**config.mk**
```make
export PLATFORM = sky130hd
export DESIGN_NAME = key_event_scanner
export DESIGN_NICKNAME = d
export VERILOG_FILES = /design/src/rtl/kes_pkg.sv /design/src/rtl/key_event_scanner.sv /design/src/rtl/kes_queue.sv /design/src/rtl/kes_engine.sv
export SDC_FILE = /design/constraint.sdc
export NUM_CORES = 1
export LEC_CHECK = 0
export BUFFER_PORTS_ARGS = -buffer_cell sky130_fd_sc_hd__buf_4
export CORE_MARGIN = 3
export CORE_UTILIZATION = 47
export DETAILED_ROUTE_END_ITERATION = 8
export PLACE_DENSITY_LB_ADDON = 0.05
export SLEW_MARGIN = 20
export SYNTH_ARGS = -nofsm -noshare
export SYNTH_HDL_FRONTEND = slang
export SYNTH_HIERARCHICAL = 1
export SYNTH_SLANG_ARGS = --single-unit
```
**constraint.sdc**
```tcl
create_clock -name clk -period 7.1 [get_ports clk]
set_clock_uncertainty 0.15 [all_clocks]
set_input_delay 1.065 -clock clk [delete_from_list [all_inputs] [get_ports clk]]
set_output_delay 1.065 -clock clk [all_outputs]
set_load 0.1 [all_outputs]
```
**src/rtl/kes_pkg.sv**
```systemverilog
`default_nettype none
// ----------------------------------------------------------------------------
// kes_pkg
// Shared types and constants for the key event scanner.
// ----------------------------------------------------------------------------
package kes_pkg;

    localparam int KEY_LANES        = 8;
    localparam int TICK_W           = 16;
    localparam int NUM_KEYS_DEF     = 8;
    localparam int COUNTER_BITS_DEF = 16;
    localparam int QUEUE_DEPTH      = 2;
    localparam int CFG_IDX_W        = 2;
    localparam int OUT_W            = 4 * KEY_LANES;

    localparam logic [TICK_W-1:0] LONG_PRESS_RST   = 16'd20;
    localparam logic [TICK_W-1:0] REPEAT_START_RST = 16'd10;
    localparam logic [TICK_W-1:0] REPEAT_PERIOD_RST = 16'd4;

    typedef enum logic [CFG_IDX_W-1:0] {
        REG_LONG_PRESS    = 2'd0,
        REG_REPEAT_START  = 2'd1,
        REG_REPEAT_PERIOD = 2'd2
    } kes_reg_idx_t;

    typedef struct packed {
        logic [TICK_W-1:0] long_press_ticks;
        logic [TICK_W-1:0] repeat_start_ticks;
        logic [TICK_W-1:0] repeat_period_ticks;
    } kes_cfg_t;

    typedef enum logic [1:0] {
        ST_IDLE,
        ST_SCAN,
        ST_OUT
    } kes_state_t;

endpackage : kes_pkg
`default_nettype wire

```
**src/rtl/key_event_scanner.sv**
```systemverilog
`default_nettype none
// ----------------------------------------------------------------------------
// key_event_scanner
// Keypad scanner with press, release, long-press and auto-repeat events.
// ----------------------------------------------------------------------------
// Each input item is one poll tick with the raw active-low levels of the
// keys; each tick yields exactly one output item with four event masks.
// In the scan engine a tick is popped and bumps the shared counters, the
// min(NUM_KEYS, 8) keys are scanned one key per cycle in index order through
// a single key unit, and the output register is loaded. Up to two ticks
// wait in the input queue while the engine is busy or the output stalls.
// Write the tick registers only while the block is idle.
// ----------------------------------------------------------------------------
module key_event_scanner
#(
    parameter int NUM_KEYS     = kes_pkg::NUM_KEYS_DEF,
    parameter int COUNTER_BITS = kes_pkg::COUNTER_BITS_DEF
)
(
    input  wire                            clk,
    input  wire                            rst_n,
    input  wire                            s_axis_tvalid,
    output logic                           s_axis_tready,
    input  wire  [kes_pkg::KEY_LANES-1:0]  s_axis_tdata,   // key_levels
    output logic                           m_axis_tvalid,
    input  wire                            m_axis_tready,
    // press_events, release_events, long_press_events, repeat_events
    output logic [kes_pkg::OUT_W-1:0]      m_axis_tdata,
    input  wire                            cfg_we,
    input  wire  [kes_pkg::CFG_IDX_W-1:0]  cfg_index,
    input  wire  [kes_pkg::TICK_W-1:0]     cfg_wdata
);
    import kes_pkg::*;

    kes_cfg_t             cfg_reg;
    logic                 q_valid;
    logic                 q_pop;
    logic [KEY_LANES-1:0] q_data;
    logic [KEY_LANES-1:0] press_events;
    logic [KEY_LANES-1:0] release_events;
    logic [KEY_LANES-1:0] long_press_events;
    logic [KEY_LANES-1:0] repeat_events;

    always_ff @(posedge clk or negedge rst_n)
    begin
        if (!rst_n)
        begin
            cfg_reg.long_press_ticks    <= LONG_PRESS_RST;
            cfg_reg.repeat_start_ticks  <= REPEAT_START_RST;
            cfg_reg.repeat_period_ticks <= REPEAT_PERIOD_RST;
        end
        else if (cfg_we)
        begin
            case (cfg_index)
                REG_LONG_PRESS:    cfg_reg.long_press_ticks    <= cfg_wdata;
                REG_REPEAT_START:  cfg_reg.repeat_start_ticks  <= cfg_wdata;
                REG_REPEAT_PERIOD: cfg_reg.repeat_period_ticks <= cfg_wdata;
                default:
                begin
                end
            endcase
        end
    end

    kes_queue u_queue
    (
        .clk      (clk),
        .rst_n    (rst_n),
        .wr_valid (s_axis_tvalid),
        .wr_ready (s_axis_tready),
        .wr_data  (s_axis_tdata),
        .rd_valid (q_valid),
        .rd_pop   (q_pop),
        .rd_data  (q_data)
    );

    kes_engine
    #(
        .NUM_KEYS     (NUM_KEYS),
        .COUNTER_BITS (COUNTER_BITS)
    )
    u_engine
    (
        .clk               (clk),
        .rst_n             (rst_n),
        .cfg               (cfg_reg),
        .q_valid           (q_valid),
        .q_pop             (q_pop),
        .q_data            (q_data),
        .out_valid         (m_axis_tvalid),
        .out_ready         (m_axis_tready),
        .press_events      (press_events),
        .release_events    (release_events),
        .long_press_events (long_press_events),
        .repeat_events     (repeat_events)
    );

    assign m_axis_tdata = {repeat_events, long_press_events, release_events, press_events};

endmodule : key_event_scanner
`default_nettype wire

```
**src/rtl/kes_queue.sv**
```systemverilog
`default_nettype none
// ----------------------------------------------------------------------------
// kes_queue
// Front end: accepts poll items and holds them in a short queue for the
// scan engine.
// ----------------------------------------------------------------------------
module kes_queue
(
    input  wire                            clk,
    input  wire                            rst_n,
    input  wire                            wr_valid,
    output logic                           wr_ready,
    input  wire  [kes_pkg::KEY_LANES-1:0]  wr_data,
    output logic                           rd_valid,
    input  wire                            rd_pop,
    output logic [kes_pkg::KEY_LANES-1:0]  rd_data
);
    import kes_pkg::*;

    localparam int PTR_W = (QUEUE_DEPTH > 1) ? $clog2(QUEUE_DEPTH) : 1;
    localparam int CNT_W = $clog2(QUEUE_DEPTH + 1);

    logic [KEY_LANES-1:0] mem_reg [QUEUE_DEPTH];
    logic [PTR_W-1:0]     wr_ptr_reg;
    logic [PTR_W-1:0]     wr_ptr_next;
    logic [PTR_W-1:0]     rd_ptr_reg;
    logic [PTR_W-1:0]     rd_ptr_next;
    logic [CNT_W-1:0]     count_reg;
    logic [CNT_W-1:0]     count_next;
    logic                 push;
    logic                 pop;

    assign wr_ready = (count_reg != CNT_W'(QUEUE_DEPTH));
    assign rd_valid = (count_reg != '0);
    assign rd_data  = mem_reg[rd_ptr_reg];
    assign push     = wr_valid && wr_ready;
    assign pop      = rd_pop && rd_valid;

    always_comb
    begin
        wr_ptr_next = wr_ptr_reg;
        rd_ptr_next = rd_ptr_reg;
        count_next  = count_reg;
        if (push)
        begin
            wr_ptr_next = (wr_ptr_reg == PTR_W'(QUEUE_DEPTH - 1)) ? '0 : wr_ptr_reg + 1'b1;
        end
        if (pop)
        begin
            rd_ptr_next = (rd_ptr_reg == PTR_W'(QUEUE_DEPTH - 1)) ? '0 : rd_ptr_reg + 1'b1;
        end
        if (push && !pop)
        begin
            count_next = count_reg + 1'b1;
        end
        else if (pop && !push)
        begin
            count_next = count_reg - 1'b1;
        end
    end

    always_ff @(posedge clk or negedge rst_n)
    begin
        if (!rst_n)
        begin
            wr_ptr_reg <= '0;
            rd_ptr_reg <= '0;
            count_reg  <= '0;
        end
        else
        begin
            wr_ptr_reg <= wr_ptr_next;
            rd_ptr_reg <= rd_ptr_next;
            count_reg  <= count_next;
        end
    end

    always_ff @(posedge clk)
    begin
        if (push)
        begin
            mem_reg[wr_ptr_reg] <= wr_data;
        end
    end

endmodule : kes_queue
`default_nettype wire

```
**src/rtl/kes_engine.sv**
```systemverilog
`default_nettype none
// ----------------------------------------------------------------------------
// kes_engine
// Back end: bumps the shared tick counters, scans one key per cycle and
// hands the four event masks to an output register.
// ----------------------------------------------------------------------------
module kes_engine
#(
    parameter int NUM_KEYS     = kes_pkg::NUM_KEYS_DEF,
    parameter int COUNTER_BITS = kes_pkg::COUNTER_BITS_DEF
)
(
    input  wire                            clk,
    input  wire                            rst_n,
    input  wire  kes_pkg::kes_cfg_t        cfg,
    input  wire                            q_valid,
    output logic                           q_pop,
    input  wire  [kes_pkg::KEY_LANES-1:0]  q_data,
    output logic                           out_valid,
    input  wire                            out_ready,
    output logic [kes_pkg::KEY_LANES-1:0]  press_events,
    output logic [kes_pkg::KEY_LANES-1:0]  release_events,
    output logic [kes_pkg::KEY_LANES-1:0]  long_press_events,
    output logic [kes_pkg::KEY_LANES-1:0]  repeat_events
);
    import kes_pkg::*;

    localparam int SCAN_KEYS = (NUM_KEYS < KEY_LANES) ? NUM_KEYS : KEY_LANES;
    localparam int IDX_W     = (SCAN_KEYS > 1) ? $clog2(SCAN_KEYS) : 1;
    localparam int CMP_W     = (COUNTER_BITS > TICK_W) ? COUNTER_BITS : TICK_W;
    localparam logic [COUNTER_BITS-1:0] CTR_TOP = '1;

    kes_state_t             state_reg, state_next;
    logic [IDX_W-1:0]        idx_reg, idx_next;
    logic [SCAN_KEYS-1:0]    lev_reg, lev_next;
    logic [SCAN_KEYS-1:0]    held_reg, held_next;
    logic [SCAN_KEYS-1:0]    long_reg, long_next;
    logic [SCAN_KEYS-1:0]    rep_reg, rep_next;
    logic [COUNTER_BITS-1:0] long_cnt_reg, long_cnt_next;
    logic [COUNTER_BITS-1:0] rep_cnt_reg, rep_cnt_next;
    logic [SCAN_KEYS-1:0]    ev_press_reg, ev_press_next;
    logic [SCAN_KEYS-1:0]    ev_rel_reg, ev_rel_next;
    logic [SCAN_KEYS-1:0]    ev_long_reg, ev_long_next;
    logic [SCAN_KEYS-1:0]    ev_rep_reg, ev_rep_next;
    logic                    out_valid_reg, out_valid_next;
    logic [SCAN_KEYS-1:0]    o_press_reg, o_press_next;
    logic [SCAN_KEYS-1:0]    o_rel_reg, o_rel_next;
    logic [SCAN_KEYS-1:0]    o_long_reg, o_long_next;
    logic [SCAN_KEYS-1:0]    o_rep_reg, o_rep_next;

    logic key_now;
    logic key_held;
    logic long_hit;
    logic start_hit;
    logic period_hit;

    assign key_now    = ~lev_reg[idx_reg];
    assign key_held   = held_reg[idx_reg];
    assign long_hit   = CMP_W'(long_cnt_reg) >= CMP_W'(cfg.long_press_ticks);
    assign start_hit  = CMP_W'(rep_cnt_reg) >= CMP_W'(cfg.repeat_start_ticks);
    assign period_hit = CMP_W'(rep_cnt_reg) >= CMP_W'(cfg.repeat_period_ticks);

    always_comb
    begin
        state_next     = state_reg;
        idx_next       = idx_reg;
        lev_next       = lev_reg;
        held_next      = held_reg;
        long_next      = long_reg;
        rep_next       = rep_reg;
        long_cnt_next  = long_cnt_reg;
        rep_cnt_next   = rep_cnt_reg;
        ev_press_next  = ev_press_reg;
        ev_rel_next    = ev_rel_reg;
        ev_long_next   = ev_long_reg;
        ev_rep_next    = ev_rep_reg;
        out_valid_next = out_valid_reg && !out_ready;
        o_press_next   = o_press_reg;
        o_rel_next     = o_rel_reg;
        o_long_next    = o_long_reg;
        o_rep_next     = o_rep_reg;
        q_pop          = 1'b0;

        case (state_reg)
            ST_IDLE:
            begin
                if (q_valid)
                begin
                    q_pop         = 1'b1;
                    lev_next      = q_data[SCAN_KEYS-1:0];
                    long_cnt_next = (long_cnt_reg == CTR_TOP) ? CTR_TOP : long_cnt_reg + 1'b1;
                    rep_cnt_next  = (rep_cnt_reg == CTR_TOP) ? CTR_TOP : rep_cnt_reg + 1'b1;
                    idx_next      = '0;
                    ev_press_next = '0;
                    ev_rel_next   = '0;
                    ev_long_next  = '0;
                    ev_rep_next   = '0;
                    state_next    = ST_SCAN;
                end
            end
            ST_SCAN:
            begin
                if (key_now && !key_held)
                begin
                    held_next[idx_reg]     = 1'b1;
                    long_next[idx_reg]     = 1'b0;
                    rep_next[idx_reg]      = 1'b0;
                    ev_press_next[idx_reg] = 1'b1;
                    long_cnt_next          = '0;
                    rep_cnt_next           = '0;
                end
                else if (!key_now && key_held)
                begin
                    held_next[idx_reg] = 1'b0;
                    if (!long_reg[idx_reg])
                    begin
                        ev_rel_next[idx_reg] = 1'b1;
                    end
                end
                else if (key_now && key_held)
                begin
                    if (!long_reg[idx_reg] && long_hit)
                    begin
                        long_next[idx_reg]    = 1'b1;
                        ev_long_next[idx_reg] = 1'b1;
                        long_cnt_next         = '0;
                    end
                    if (!rep_reg[idx_reg])
                    begin
                        if (start_hit)
                        begin
                            rep_next[idx_reg]    = 1'b1;
                            ev_rep_next[idx_reg] = 1'b1;
                            rep_cnt_next         = '0;
                        end
                    end
                    else if (period_hit)
                    begin
                        ev_rep_next[idx_reg] = 1'b1;
                        rep_cnt_next         = '0;
                    end
                end
                if (idx_reg == IDX_W'(SCAN_KEYS - 1))
                begin
                    state_next = ST_OUT;
                end
                else
                begin
                    idx_next = idx_reg + 1'b1;
                end
            end
            ST_OUT:
            begin
                if (!out_valid_reg || out_ready)
                begin
                    out_valid_next = 1'b1;
                    o_press_next   = ev_press_reg;
                    o_rel_next     = ev_rel_reg;
                    o_long_next    = ev_long_reg;
                    o_rep_next     = ev_rep_reg;
                    state_next     = ST_IDLE;
                end
            end
            default:
            begin
                state_next = ST_IDLE;
            end
        endcase
    end

    always_ff @(posedge clk or negedge rst_n)
    begin
        if (!rst_n)
        begin
            state_reg     <= ST_IDLE;
            held_reg      <= '0;
            long_reg      <= '0;
            rep_reg       <= '0;
            long_cnt_reg  <= '0;
            rep_cnt_reg   <= '0;
            out_valid_reg <= 1'b0;
        end
        else
        begin
            state_reg     <= state_next;
            held_reg      <= held_next;
            long_reg      <= long_next;
            rep_reg       <= rep_next;
            long_cnt_reg  <= long_cnt_next;
            rep_cnt_reg   <= rep_cnt_next;
            out_valid_reg <= out_valid_next;
        end
    end

    always_ff @(posedge clk)
    begin
        idx_reg      <= idx_next;
        lev_reg      <= lev_next;
        ev_press_reg <= ev_press_next;
        ev_rel_reg   <= ev_rel_next;
        ev_long_reg  <= ev_long_next;
        ev_rep_reg   <= ev_rep_next;
        o_press_reg  <= o_press_next;
        o_rel_reg    <= o_rel_next;
        o_long_reg   <= o_long_next;
        o_rep_reg    <= o_rep_next;
    end

    assign out_valid         = out_valid_reg;
    assign press_events      = KEY_LANES'(o_press_reg);
    assign release_events    = KEY_LANES'(o_rel_reg);
    assign long_press_events = KEY_LANES'(o_long_reg);
    assign repeat_events     = KEY_LANES'(o_rep_reg);

endmodule : kes_engine
`default_nettype wire
```
==> metrics.txt <==
max-slew violations=0; Root Driver=clkbuf_16; Resize count post-CTS=0; Initial Utilization=48.0%; Synth warnings=6; nets=1,008; Worst path slowest cell=nor3b_2; PD cells=384 nW/um^2; Max VDD drop=271 uV; commonest non-fill, non-tap cells in the layout=nor2_1, dfrtp_1, edfxtp_1, buf_4, inv_1; first-pass GRT wire length=36.0 mm; vias per cell=5.64; area of the core=20,300 sq um; row count=52; sequential power share=41.7%; Final Hold Fails=0; post-layout min period=4.26 ns; P_int=0.00276 W; largest net degree at the start of global routing=60; setup_tns=0 ns; Post-synth EDFFs=91; Req. time, crit path=7.33 ns; Placer Congestion=0.846; clk slew on worst S/H paths=0.06 ns; Critical R2R Capture=u_engine/long_cnt_reg[2]$_DFFE_PN0P_; reg-to-reg slack, setup=2.84 ns; hold endpoint=u_engine/release_events[4]$_DFFE_PP_; most common cell after layout, fill and taps aside=nor2_1; die width=150 um; crit end category=flip-flop; FF-to-FF Start=u_engine/idx_reg[2]$_SDFFCE_PN0P_; Worst Min Path Start=u_engine/ev_rel_reg[4]$_SDFFCE_PN0P_; area leader, netlist=edfxtp_1; Post-DRT Antenna Nets=0; DR WL/cell=18.1 um; Net Sw Frac=36.1%; CP arrival=4.49 ns; Synth Flop Type=dfrtp_1; synthesized area per cell=11.4 sq um; CTS tree=done; Fmax=0.235 GHz; Worst Hold Depth=0; max-cap viol count=0; Port Buffer Count=64; Detail Placement HPWL=15.2 mm; Syn Inst Count=852; Leak=4.96 nW; # DRC=0; initial antenna violation count=0; Clk pwr share=27.0%; slew of the pin with the lowest slew margin=1.07 ns; Synth cell types=67; share of cells above drive strength 1=20.1%; period utilization=59.9%; Overflow after GRT=0; DRT iter0 DRCs=428; Worst-Skew Late Latency=0.50 ns; async set or reset register ratio after synthesis=55.0%; Ports=65; first drt pass iteration count=5; clock sink count=202; dpl cells=1,166; Net Count, Synth=939; status=complete, no violations; Fill cells=1,777; Gate power share=31.3%; clk buf depth=3; vias in the first global route=6,790; post-synthesis sequential area ratio=56.6%; critical path type=reg -> reg; CP Launch Type=flip-flop; CP Cell Sequence=nor3b_2 > a22o_1 > a221oi_1 > and3_1 > ha_1 > inv_1 > nand2_1 > o22ai_1 > o21bai_1 > nor2_1 > o221ai_1; cts hold-fix bufs=0; Die ar.=22,500 sq um; max_slew headroom=28.6%; RSZ-0062 raised after global routing=false; final setup fails=0; Netlist Area Pre-Place=9750 sq um; worst stage delay on the critical path=0.75 ns; gr usage total=19.9%; total CTS buffers=23; Chip Height=150 um; postcts setup bufs=0; drt total wl=21.8 mm; H-tree levels=1; dominant cells by area after synthesis=edfxtp_1, dfrtp_1, ha_1; routed vias=6,806; Synth top area share=28.0%; Final Util=55.5%; # diodes=0; Finished Layout Cells=1,207; crit path max fanout=13; Yosys reg bits=202; switching power=0.00156 W; R2R cell count=11; min-delay worst type=reg -> reg; area delta synth->final=15.6%
-- power by group through the flow --
stage / sequential, W / combinational, W / clock, W
final: 0.00180 / 0.00136 / 0.00117
after global routing: 0.00184 / 0.00153 / 0.00125
after CTS: 0.00180 / 0.00136 / 0.00120
after detailed placement: 0.00183 / 0.00135 / 0
after global placement: 0.00182 / 0.00130 / 0
after floorplan: 0.00179 / 0.000975 / 0
-- critical path: cells and delay by family (launching register included) --
kind / cells / cell delay (ns)
adder cells (fa/ha/maj): 1 / 0.27
buffers and inverters: 1 / 0.30
AO/OA/AOI/OAI: 5 / 1.37
flip-flops: 1 / 0.62
AND/OR/NAND/NOR: 4 / 1.42
-- layer usage --
layer | vias to the layer above | wire length, um | GRT usage, %
met5 | - | 0 | 0
met4 | 0 | 408 | 4.57
met2 | 183 | 10200 | 31.5
met1 | 3351 | 10100 | 29.0
li1 | 3241 | - | -
met3 | 31 | 1170 | 3.00
-- layout make-up --
class / instances / area (sq um) / share of cell area, %
flip-flops and latches: 202 / 5520 / 49.0
multi-input cells: 562 / 3890 / 34.5
clock buffers: 31 / 646 / 5.73
repair buffers: 74 / 553 / 4.91
well taps: 270 / 338 / 3.00
inverters: 58 / 218 / 1.93
clock inverters: 10 / 109 / 0.966
-- synth_stat cells, types with 3 or more instances --
cell type    n
a211oi_1     3
a21o_1       6
a21oi_1     32
a22o_1       4
a22oi_1      3
a31oi_1     18
a41oi_1     10
and2_1       5
and3_1      19
and4_1       3
clkbuf_1    24
dfrtp_1    106
dfstp_2      5
edfxtp_1    91
ha_1        56
inv_1       57
mux2_2      56
nand2_1     54
nand2b_1     9
nand3_1     30
nand4_1      8
nor2_1     113
nor2b_1      6
nor3_1      10
o211ai_1     6
o21ai_0     53
o31ai_1      4
o32a_1       5
xnor2_1      3
-- kinds of logic (layout without fill, tap and decap cells) --
group / after synthesis / count (layout) / share of synthesized area [%]
buffers and inverters: 88 / 173 / 3.67
xor gates and xnor gates: 5 / 5 / 0.449
and+or+nand+nor: 273 / 273 / 13.3
adders and majority gates: 56 / 56 / 7.19
AOI/OAI and AO/OA: 166 / 166 / 11.1
DFF: 202 / 202 / 56.6
muxes: 62 / 62 / 7.72
-- through the flow --
stage	total power [W]	area [sq um]	worst slack (ns)	hold slack (ns)
finish	0.00433	11300	2.84	0.296
floorplan	0.00277	9750	3.42	0.277
CTS	0.00436	11300	2.56	0.292
global placement	0.00312	10500	2.80	0.293
global route	0.00462	11300	2.35	0.310
detailed placement	0.00317	10500	2.60	0.291
-- worst max-delay path by stage --
| stage | to | from | slack, ns | cells past startpoint |
|---|---|---|---|---|
| finish | u_engine/long_cnt_reg[2]$_DFFE_PN0P_ | u_engine/idx_reg[2]$_SDFFCE_PN0P_ | 2.84 | 11 |
| global route | u_engine/long_cnt_reg[2]$_DFFE_PN0P_ | u_engine/idx_reg[2]$_SDFFCE_PN0P_ | 2.35 | 11 |
| CTS | u_engine/long_cnt_reg[2]$_DFFE_PN0P_ | u_engine/idx_reg[1]$_SDFFCE_PN0P_ | 2.56 | 10 |
| detailed placement | u_engine/long_cnt_reg[2]$_DFFE_PN0P_ | u_engine/idx_reg[1]$_SDFFCE_PN0P_ | 2.60 | 10 |
| global placement | u_engine/long_cnt_reg[2]$_DFFE_PN0P_ | u_engine/idx_reg[1]$_SDFFCE_PN0P_ | 2.80 | 10 |
| floorplan | u_engine/ev_rep_reg[0]$_SDFFCE_PN0P_ | u_engine/idx_reg[2]$_SDFFCE_PN0P_ | 3.42 | 12 |
(Power assumes the default switching activity.)
